[src/sv/mpts_pkg.sv]
`timescale 1ns / 1ps
package mpts_pkg;

    localparam int DEF_NUM_SLOTS = 16;
    localparam int SLOT_W        = 4;
    localparam logic [15:0] RESET_QUANTUM = 16'd10;

    typedef enum logic [1:0] {
        POL_RR   = 2'd0,
        POL_FCFS = 2'd1,
        POL_SJF  = 2'd2,
        POL_PRIO = 2'd3
    } policy_t;

    typedef enum logic {
        KIND_TICK  = 1'b0,
        KIND_WRITE = 1'b1
    } kind_t;

    typedef struct packed {
        logic [0:0]  kind;
        logic [3:0]  slot;
        logic        present;
        logic        runnable;
        logic [7:0]  prio;
        logic [15:0] quantum;
        logic [31:0] arrival;
        logic [15:0] burst;
    } in_item_t;

    typedef struct packed {
        logic [3:0]  current_task;
        logic        switched;
        logic [31:0] elapsed_ticks;
        logic [31:0] current_wait;
    } out_item_t;

    // controller to datapath
    typedef struct packed {
        logic load;       // capture input item
        logic do_write;   // write slot
        logic scan_start; // clear scan state, count tick
        logic scan_step;  // visit one slot
        logic decide;     // apply policy
        logic finish;     // build result
    } dp_cmd_t;

    // datapath to controller
    typedef struct packed {
        logic is_write;
        logic scan_last;
        logic any_present;
    } dp_sts_t;

endpackage

[src/sv/mpts_ctrl.sv]
`timescale 1ns / 1ps
module mpts_ctrl (
    input  logic              clk,
    input  logic              rst_n,
    input  logic              in_valid,
    output logic              in_ready,
    output logic              out_valid,
    input  logic              out_ready,
    output mpts_pkg::dp_cmd_t cmd,
    input  mpts_pkg::dp_sts_t sts
);
    import mpts_pkg::*;

    typedef enum logic [5:0] {
        ST_IDLE   = 6'b000001,
        ST_LOAD   = 6'b000010,
        ST_SCAN   = 6'b000100,
        ST_DECIDE = 6'b001000,
        ST_FINISH = 6'b010000,
        ST_OUT    = 6'b100000
    } state_t;

    state_t state_reg, state_next;

    assign in_ready  = (state_reg == ST_IDLE);
    assign out_valid = (state_reg == ST_OUT);

    // next state and commands
    always_comb
    begin
        state_next = state_reg;
        cmd        = '0;
        unique case (state_reg)
            ST_IDLE:
            begin
                if (in_valid)
                begin
                    cmd.load   = 1'b1;
                    state_next = ST_LOAD;
                end
            end
            ST_LOAD:
            begin
                if (sts.is_write)
                begin
                    cmd.do_write = 1'b1;
                    state_next   = ST_FINISH;
                end
                else if (!sts.any_present)
                    state_next = ST_FINISH;
                else
                begin
                    cmd.scan_start = 1'b1;
                    state_next     = ST_SCAN;
                end
            end
            ST_SCAN:
            begin
                cmd.scan_step = 1'b1;
                if (sts.scan_last)
                    state_next = ST_DECIDE;
            end
            ST_DECIDE:
            begin
                cmd.decide = 1'b1;
                state_next = ST_FINISH;
            end
            ST_FINISH:
            begin
                cmd.finish = 1'b1;
                state_next = ST_OUT;
            end
            ST_OUT:
            begin
                if (out_ready)
                    state_next = ST_IDLE;
            end
            default: state_next = ST_IDLE;
        endcase
    end

    always_ff @(posedge clk or negedge rst_n)
    begin
        if (!rst_n)
            state_reg <= ST_IDLE;
        else
            state_reg <= state_next;
    end

endmodule

[config.mk]
export PLATFORM = sky130hd
export DESIGN_NAME = mpts_ctrl
export DESIGN_NICKNAME = d
export VERILOG_FILES = /design/src/sv/mpts_pkg.sv /design/src/sv/mpts_ctrl.sv
export SDC_FILE = /design/constraint.sdc
export NUM_CORES = 1
export LEC_CHECK = 0
export ABC_CLOCK_PERIOD_IN_PS = 1900
export BUFFER_PORTS_ARGS = -buffer_cell sky130_fd_sc_hd__buf_2
export CAP_MARGIN = 25
export CORE_AREA = 5 5 42 44
export DETAILED_ROUTE_END_ITERATION = 12
export DIE_AREA = 0 0 47 49
export SYNTH_ARGS = -nofsm -noshare
export SYNTH_HDL_FRONTEND = slang
export SYNTH_SLANG_ARGS = --single-unit
[constraint.sdc]
create_clock -name clk -period 1.9 [get_ports clk]
set_input_delay 0.19 -clock clk [delete_from_list [all_inputs] [get_ports clk]]
set_output_delay 0.19 -clock clk [all_outputs]
set_load 0.03 [all_outputs]
# After elaboration in Yosys (flattened, before gate mapping)
# Index checks and enable logic that the tools add are counted.
# totals
regBits,6
latchBits,0
ramBits,0
mem_bits_ro,0
inputBits,7
out_inout_bits,8
wordCells,26
n_memories,0
# classes
addsub,0
mul,0
div_mod_pow,0
magnitude_cmp,0
eq_ne,9
n_shift,0
n_mux,15
bitwise,0
reduce_logical,1
# ops
cell,n
$pmux 6 s6,1
$mux 6,4
$mux 1,8
$eq 6x1->1 const B,1
$eq 6x2->1 const B,1
$eq 6x3->1 const B,1
$eq 6x4->1 const B,1
$eq 6x5->1 const B,1
$eq 6x6->1 const B,1
$mux 5,1
$ne 2x2->1 const B,2
$reduce_and 3->1,1
$mux 2,1
$ne 2x1->1 const B,1

# Longest topological paths before layout
# Gate-level depths: netlist of the first run.
# logic_depth
depth_word,3
mapped_depth,5
depth_no_buf,4

# Worst setup path before layout of the first run
# OpenSTA, ideal clock, no wires.
# synth_path
path_type,register -> output
startpoint,register state_reg[2]
endpoint,output out_valid
t_arrival_ns,1.727
required_time_ns,1.710
path_slack_ns,-0.017
stages_incl_launch_ff,4
path_buffers,1
cell_sequence,dfrtp_1 > buf_12 > nand2b_1 > nor4b_1
# synth_via
elab_chain_cells,1
# synth_lines
element,line,text
"start, declared",mpts_ctrl.sv:23,"state_t state_reg, state_next;"
"start signal, assigned",mpts_ctrl.sv:87,state_reg <= state_next;
$eq 6x6->1,mpts_ctrl.sv:26,assign out_valid = (state_reg == ST_OUT);
"end, declared",mpts_ctrl.sv:7,"output logic out_valid,"
# No other way between the ends.

==> results.yml, run 1 <==
timing:
  finClkSkew_ns: 0.004515
  fin_crit_sh: 0.9605
  layout_min_cycle_time_ns: 1.825
  finalSetupViolations: 0
  tns_ns: 0
  slew_viol_final: 0
  rsz0062_at_grt: "yes"
  tightest_slew_ns: 0.3083
  max_freq_mhz: 548.0
  hold_violations: 0
  slew_headroom: 0.7915
layout:
  design_area_um2: 614.3
  regArea_um2: 151.4
  largest_reg_flops: 6
  num-nets-final: 80
  layout-drive-gt1-share: 0.4306
  antenna_cells: 0
  fillers: 157
  multi_input_area_um2: 269.0
  synthToLayoutAreaGrowth_pct: 36.01
grt:
  grt_pass1_vias: 361
  antenna_found_initial: 0
  overflow: 0
  gr-usage-all-layers: 0.09696
  grt_pass1_wl_um: 1545
  grt_max_degree: 11
drt:
  drt_wl_total_um: 998
  drt-pass1-iter-count: 2
  wl_per_cell_um: 11.34
  drtIter0Drc: 4
  routed_via_density: 4.727
  vias: 416
  drtAntennaViolNets: 0
  drc_errors: 0
clock_tree:
  clock_latency_ns: 0.25
  ctsRootBufferMaster: "clkbuf_4"
  clkSinkCount: 6
  clkTransAtPathRegs_ns: 0.05
  clockBufferDepth: 2
  cts_tree: "yes"
  cts-htree-levels: 1
  cts_buffers: 3
synthesis:
  yosys.area_share.simple: 0.3795
  synth_nets: 57
  synth_top_family_by_area: "simple AND/OR/NAND/NOR gates"
  synthTopCellsByArea: "dfrtp_1 (28%), dfstp_2 (5.8%), and2_1 (5.5%)"
  yosys_warnings: 0
  synthMuxAreaShare: 0.02216
  synth.most_common_cell: "nor2_1"
  ys_seq_elements: 6
  ys_seq_area_frac: 0.3352
  synthFlopType: "dfrtp_1"
  synth_fa_ha_area_frac: 0
  synth_area_um2: 451.7
  postSynthCellCount: 50
  synth_compound_area_frac: 0.1385
  yosysTopAreaCell: "dfrtp_1"
  synthXorXnorAreaFrac: 0.01939
  syn_avg_cell_area_um2: 9.034
  synth_cell_type_count: 28
  synth_commonest_cells: "nor2_1 (6), dfrtp_1 (5), and2_1 (4), nand2_1 (4), inv_1 (3)"
  synth_edf_count: 0
  synthDominantCellAreaShare: 0.2770
  synth-async-reset-ratio: 1.000
critical_path:
  worstReg2RegEnd: "state_reg[0]$_DFFE_PN1P_"
  path_class: "register to output port"
  path_cells: "or4_4, nor2b_4, and3_4, buf_6"
  worstSetupStartpoint: "state_reg[3]$_DFFE_PN0P_"
  crit_path_max_fanout: 2
  cp.arrival_ns: 1.63
  cp.required_ns: 1.71
  r2r_slack_ns: 0.37
  max_stage_delay_ns: 0.57
  reg2reg_from: "state_reg[3]$_DFFE_PN0P_"
  crit_slowest_cell: "or4_4"
  reg2regPathDepth: 5
  startpoint_type: "register"
  worstSetupEndpointType: "output port"
floorplan:
  dieArea_mm2: 0.002303
  rows: 14
  initial_utilization: 0.3223
  ios: 15
  core-area_mm2: 0.001401
  die_w_um: 47
  die_height_um: 49
worst_hold_path:
  hold_class: "input port to register"
  hold_depth: 2
  min_from: "sts[1]"
  min_to: "state_reg[3]$_DFFE_PN0P_"
placed_design:
  gp_congestion: 0.7298
  post_dp_cell_area_um2: 549.3
  dpl.hpwl_um: 802
  portBuffers: 14
outcome:
  status: "complete, no violations"
power_and_ir_drop:
  power_density_mw_per_mm2: 1234
  p_leak_nw: 0.3072
  ir_drop_uv: 782.6
flow_run:
  maxCapViolations: 0
-- through the flow --
step,power [mW],worst slack [ns],util,cells,hold WS (ns)
after global routing,0.8219,-0.007177,0.4384,88,0.1609
after CTS,0.7249,0.01965,0.4196,87,0.1553
after floorplan,0.4914,0.09056,-,50,-0.1056
after detailed placement,0.5843,0.2593,0.3920,82,0.02050
final,0.7583,0.07502,0.4384,88,0.1615
after global placement,0.5785,0.2828,0.3920,82,0.01903
-- placed cells by master, fill, tap and decap left out --
master	Yosys	routed
nor2_1	6	6
buf_6	1	1
clkbuf_4	0	4
o211ai_1	1	1
or4_4	1	1
a31oi_1	1	1
nor2b_1	2	2
nor3b_1	2	1
or2b_1	1	1
nand2b_1	1	1
nor2b_4	1	2
o21ai_0	2	2
clkbuf_1	0	1
buf_4	0	7
nand2_1	4	4
and2_1	4	4
o22ai_1	1	1
a21oi_1	2	2
dfstp_2	1	1
nor4b_2	0	1
a21o_1	1	1
and3_4	1	1
inv_1	3	3
nor3b_2	0	1
nor3_1	1	1
dfrtp_1	5	5
mux2i_1	1	1
xor2_1	1	1
a221oi_2	1	1
dlygate4sd3_1	0	1
buf_2	1	11
nor4b_1	2	1
-- cells by family after synthesis --
kind of cell / count (synthesis)
xor gates and xnor gates: 1
buffers and inverters: 6
DFF: 6
muxes: 1
and+or+nand+nor: 27
AOI/OAI and AO/OA: 9
-- how the worst max path moves through the flow --
stage                     cells after the start                       end
after detailed placement                      4                    cmd[3]
final                                         4                    cmd[3]
after CTS                                     4                    cmd[3]
after global placement                        4                    cmd[3]
after global routing                          4                    cmd[3]
after floorplan                               4  state_reg[3]$_DFFE_PN0P_
-- worst max-delay path: cells and delay by family (launching register included) --
family | cells | cell delay (ns)
buffers and inverters | 1 | 0.13
DFF | 1 | 0.37
and+or+nand+nor | 3 | 0.89
-- routing by layer --
metal  share of wire  track usage  vias to the layer above
li1                -            -                      216
met1            0.47       0.1183                      187
met2            0.45       0.1357                       13
met3           0.079      0.06642                        0
met4               0      0.02765                        0
met5               0            0                        -
-- where the power goes --
part           switching, mW  internal [mW]
sequential            0.0250          0.165
clock                 0.0546         0.0801
combinational          0.228          0.205
total                  0.308          0.451
-- repair_timing --
action,4_1_cts,5_1_grt
hold buffers,1,0
endpoints found under the setup margin,1,4
buffers inserted,0,1
gates resized for setup,1,6
hold endpoints to repair,6,0
pin swaps,0,2
-- cell type report --
type	instances	share of cell area
flip-flops and latches	6	0.2464
repair buffers	21	0.2220
clock buffers	4	0.04277
inverters	3	0.01833
multi-input cells	38	0.4379
well taps	16	0.03259
No activity file was read; power rests on OpenSTA's default activity.
==> run 2: changes to the inputs <==
ABC_CLOCK_PERIOD_IN_PS = 1800   (was 1900)
CORE_AREA = unset   (was 5 5 42 44)
CORE_MARGIN = 5   (was unset)
CORE_UTILIZATION = 30   (was unset)
DIE_AREA = unset   (was 0 0 47 49)
clock period = 1.8 ns   (was 1.9 ns; I/O delays follow)
==> results.yml, run 2 (synthesis results as in run 1) <==
drt:
  drt_wl_total_um: 1048
  wl_per_cell_um: 11.91
  drc_errors: 0
  drtAntennaViolNets: 0
  routed_via_density: 4.818
  drt-pass1-iter-count: 4
  vias: 424
  drtIter0Drc: 9
layout:
  num-nets-final: 80
  synthToLayoutAreaGrowth_pct: 40.44
  largest_reg_flops: 6
  final_common_cell: "buf_2"
  fillers: 162
  antenna_cells: 0
  most-common-layout-cells: "buf_2 (10), buf_4 (7), nor2_1 (5), dfrtp_1 (5), nand2_1 (4)"
  layout-drive-gt1-share: 0.4583
  regArea_um2: 151.4
  multi_input_area_um2: 279.0
placed_design:
  dpl.hpwl_um: 778.8
  pre_cts_ws_ns: 0.1606
  gp_congestion: 0.7713
  portBuffers: 14
clock_tree:
  clockBufferDepth: 2
  clkSinkCount: 6
  cts_buffers: 3
  clkTransAtPathRegs_ns: 0.05
  ctsRootBufferMaster: "clkbuf_4"
  clock_latency_ns: 0.25
  cts-htree-levels: 1
  cts_tree: "yes"
critical_path:
  cp.arrival_ns: 1.66
  reg2reg_from: "state_reg[5]$_DFFE_PN0P_"
  cp.required_ns: 1.62
  r2r_slack_ns: 0.27
  reg2regPathDepth: 5
  path_cells: "or4_4, nor2b_4, and3_4, buf_6"
  startpoint_type: "register"
  crit_slowest_cell: "or4_4"
  crit_path_max_fanout: 2
  path_class: "register to output port"
  max_stage_delay_ns: 0.58
  worstReg2RegEnd: "state_reg[0]$_DFFE_PN1P_"
  worstSetupEndpointType: "output port"
  crit_buf_inv: 1
  critPathTopFamily: "simple AND/OR/NAND/NOR gates"
timing:
  hold_violations: 0
  tightest_slew_ns: 0.3483
  rsz0062_at_grt: "yes"
  max_freq_mhz: 544.5
  finalWorstSetupSlack_ns: -0.03651
  finalSetupViolations: 2
  tns_ns: -0.06495
  fin_crit_sh: 1.020
  finClkSkew_ns: 0.002588
  layout_min_cycle_time_ns: 1.837
  slew_viol_final: 0
  slew_headroom: 0.7645
floorplan:
  die_w_um: 48.80
  rows: 14
  core-area_mm2: 0.001471
  initial_utilization: 0.3070
  die_height_um: 48.80
  dieArea_mm2: 0.002381
  ios: 15
power_and_ir_drop:
  sequentialPowerShare: 0.256
  swShare: 0.4060
  power_density_mw_per_mm2: 1310
  p_comb_frac: 0.573
  p_int_mw: 0.4937
  ir_drop_uv: 743.3
  power_frac_clock: 0.171
  p_sw_mw: 0.3375
  p_leak_nw: 0.3132
worst_hold_path:
  hold_depth: 2
  hold_class: "input port to register"
  min_to: "state_reg[3]$_DFFE_PN0P_"
  min_from: "sts[1]"
grt:
  grt_pass1_wl_um: 1718
  antenna_found_initial: 0
  grt_max_degree: 11
  gr-usage-all-layers: 0.09194
  grt_pass1_vias: 404
  overflow: 0
flow_run:
  maxCapViolations: 0
outcome:
  status: "finished, violations left"
  violations: "setup timing"
==> run 2: timing repair <==
item                                    in CTS  in global routing
gates resized for setup                      7                  5
endpoints found under the hold margin        6                  0
endpoints found under the setup margin       3                  6
setup buffers                                1                  1
pin swaps                                    3                  1
hold buffers                                 1                  0
==> run 2: how the worst max path moves through the flow <==
stage                                         from  endpoint  slack, ns  depth (start not counted)
final                     state_reg[5]$_DFFE_PN0P_    cmd[3]      -0.04                          4
after global routing      state_reg[5]$_DFFE_PN0P_    cmd[3]      -0.09                          4
after CTS                 state_reg[4]$_DFFE_PN0P_    cmd[3]      -0.04                          4
after detailed placement  state_reg[5]$_DFFE_PN0P_    cmd[3]       0.16                          4
after global placement    state_reg[5]$_DFFE_PN0P_    cmd[3]       0.20                          4
after floorplan           state_reg[4]$_DFFE_PN0P_    cmd[5]      0.006                          4
==> run 2: metrics by stage <==
stage	instance area, um2	utilization	power, mW	hold WS [ns]	std cells
after floorplan	462.9	-	0.5215	-0.1156	50
after global placement	546.8	0.3716	0.5958	0.01081	81
after detailed placement	546.8	0.3716	0.6014	0.01090	81
after CTS	611.8	0.4158	0.8009	0.1559	87
after global routing	634.4	0.4311	0.8947	0.1603	88
final	634.4	0.4311	0.8312	0.1598	88
==> run 2: per-layer routing <==
layer	up-vias	share of wire	track usage
li1	215	-	-
met4	0	0.015	0.04036
met1	194	0.45	0.1119
met3	2	0.053	0.03670
met2	13	0.48	0.1413
met5	-	0	0
==> run 2: power groups by stage <==
stage | combinational [mW] | clock [mW] | sequential, mW
floorplan | 0.323 | 0 | 0.199
CTS | 0.452 | 0.146 | 0.202
detailed placement | 0.398 | 0 | 0.203
global placement | 0.395 | 0 | 0.201
finish | 0.476 | 0.142 | 0.213
global route | 0.520 | 0.157 | 0.217
==> run 2: cell type report <==
type,count,area share
timing repair buffer,21,0.2308
sequential,6,0.2387
inverter,3,0.01775
clock buffer,4,0.04142
tap,16,0.03156
multi-input combinational,38,0.4398
==> run 3: changes to the inputs <==
CTS_CLUSTER_SIZE = 24   (was unset)
TNS_END_PERCENT = 5   (was unset)
==> results.yml, run 3 (synthesis results as in run 1) <==
outcome:
  status: "finished, violations left"
  violations: "setup timing"
power_and_ir_drop:
  power.total_mw: 0.8208
  ir_drop_uv: 778.4
  power_density_mw_per_mm2: 1315
  p_leak_nw: 0.3112
drt:
  wl_per_cell_um: 12.09
  drtAntennaViolNets: 0
  drc_errors: 0
  drt_wl_total_um: 1064
  drtIter0Drc: 11
  drt-pass1-iter-count: 4
  routed_via_density: 4.705
  vias: 414
grt:
  grt_pass1_vias: 399
  gr-usage-all-layers: 0.09097
  grt_max_degree: 11
  antenna_found_initial: 0
  grt_pass1_wl_um: 1635
  overflow: 0
timing:
  max_freq_mhz: 545.7
  finalSetupViolations: 2
  layout_min_cycle_time_ns: 1.833
  tns_ns: -0.04463
  slew_viol_final: 0
  fin_crit_sh: 1.018
  tightest_slew_ns: 0.2929
  slew_headroom: 0.8020
  rsz0062_at_grt: "yes"
  hold_violations: 0
  finalWorstSetupSlack_ns: -0.03255
  finClkSkew_ns: 0.006942
  whs_ns: 0.1683
clock_tree:
  cts-htree-levels: 1
  cts_tree: "yes"
  clkTransAtPathRegs_ns: 0.05
  cts_buffers: 3
  ctsRootBufferMaster: "clkbuf_4"
  clock_latency_ns: 0.25
  clockBufferDepth: 2
  clkSinkCount: 6
layout:
  fillers: 145
  layout-drive-gt1-share: 0.4444
  finalNonFillerCells: 88
  design_area_um2: 624.3
  antenna_cells: 0
  synthToLayoutAreaGrowth_pct: 38.23
  most-common-layout-cells: "buf_2 (11), nor2_1 (6), buf_4 (6)"
  final_common_cell: "buf_2"
  largest_reg_flops: 6
  num-nets-final: 80
  fin_util: 0.4243
worst_hold_path:
  min_to: "state_reg[1]$_DFFE_PN0P_"
  hold_depth: 2
  min_from: "in_valid"
  hold_class: "input port to register"
flow_run:
  maxCapViolations: 0
floorplan:
  rows: 14
  die_height_um: 48.80
  core-area_mm2: 0.001471
  initial_utilization: 0.3070
  die_w_um: 48.80
  ios: 15
  dieArea_mm2: 0.002381
placed_design:
  gp_congestion: 0.7694
  dp_cells: 82
  pre_cts_ws_ns: 0.1808
  portBuffers: 14
  dpl.hpwl_um: 815.6
  post_dp_cell_area_um2: 549.3
critical_path:
  cp.arrival_ns: 1.65
  reg2reg_from: "state_reg[5]$_DFFE_PN0P_"
  worstSetupEndpointType: "output port"
  crit_path_max_fanout: 2
  worstReg2RegEnd: "state_reg[0]$_DFFE_PN1P_"
  path_class: "register to output port"
  cp.required_ns: 1.62
  r2r_slack_ns: 0.27
  startpoint_type: "register"
  reg2regPathDepth: 5
run 3: cell counts in the layout (fill, tap and decap cells not counted):
No cell type changed its count.
run 3: worst max-delay path by stage:
stage                                   from                       end  slack [ns]
global route        state_reg[5]$_DFFE_PN0P_                    cmd[5]       -0.06
finish              state_reg[5]$_DFFE_PN0P_                    cmd[3]       -0.03
floorplan           state_reg[1]$_DFFE_PN0P_  state_reg[3]$_DFFE_PN0P_      -0.009
global placement    state_reg[5]$_DFFE_PN0P_                    cmd[3]        0.20
detailed placement  state_reg[5]$_DFFE_PN0P_                    cmd[3]        0.18
CTS                 state_reg[5]$_DFFE_PN0P_                    cmd[3]       -0.04
run 3: repair_timing:
| item | in CTS | in global routing |
|---|---|---|
| setup endpoints to repair | 3 | 4 |
| pin swaps | 1 | 0 |
| hold buffers | 1 | 0 |
| hold endpoints to repair | 6 | 0 |
| gates resized for setup | 6 | 3 |
| cloned | 0 | 0 |
| setup buffers | 0 | 1 |
run 3: layout make-up:
type	count	area [um2]	area share
Clock buffer	4	26.28	0.04208
Inverter	3	11.26	0.01804
Multi-Input combinational cell	38	271.5	0.4349
Sequential cell	6	151.4	0.2425
Tap cell	16	20.02	0.03206
Timing Repair Buffer	21	143.9	0.2305
run 3: power by group:
| group | switching, mW | internal [mW] |
|---|---|---|
| combinational | 0.243 | 0.232 |
| clock | 0.0578 | 0.0846 |
| sequential | 0.0293 | 0.174 |
run 3: worst max-delay path, stage by stage (launching register included):
cell,delay (ns)
dfrtp_1,0.37
or4_4,0.58
nor2b_4,0.13
and3_4,0.19
buf_6,0.13
run 3: routing by layer:
metal	part of all wire	up-vias	global-route usage
met4	0.022	0	0.05381
li1	-	214	-
met1	0.45	179	0.1111
met5	0	-	0
met2	0.45	19	0.1348
met3	0.078	2	0.03364
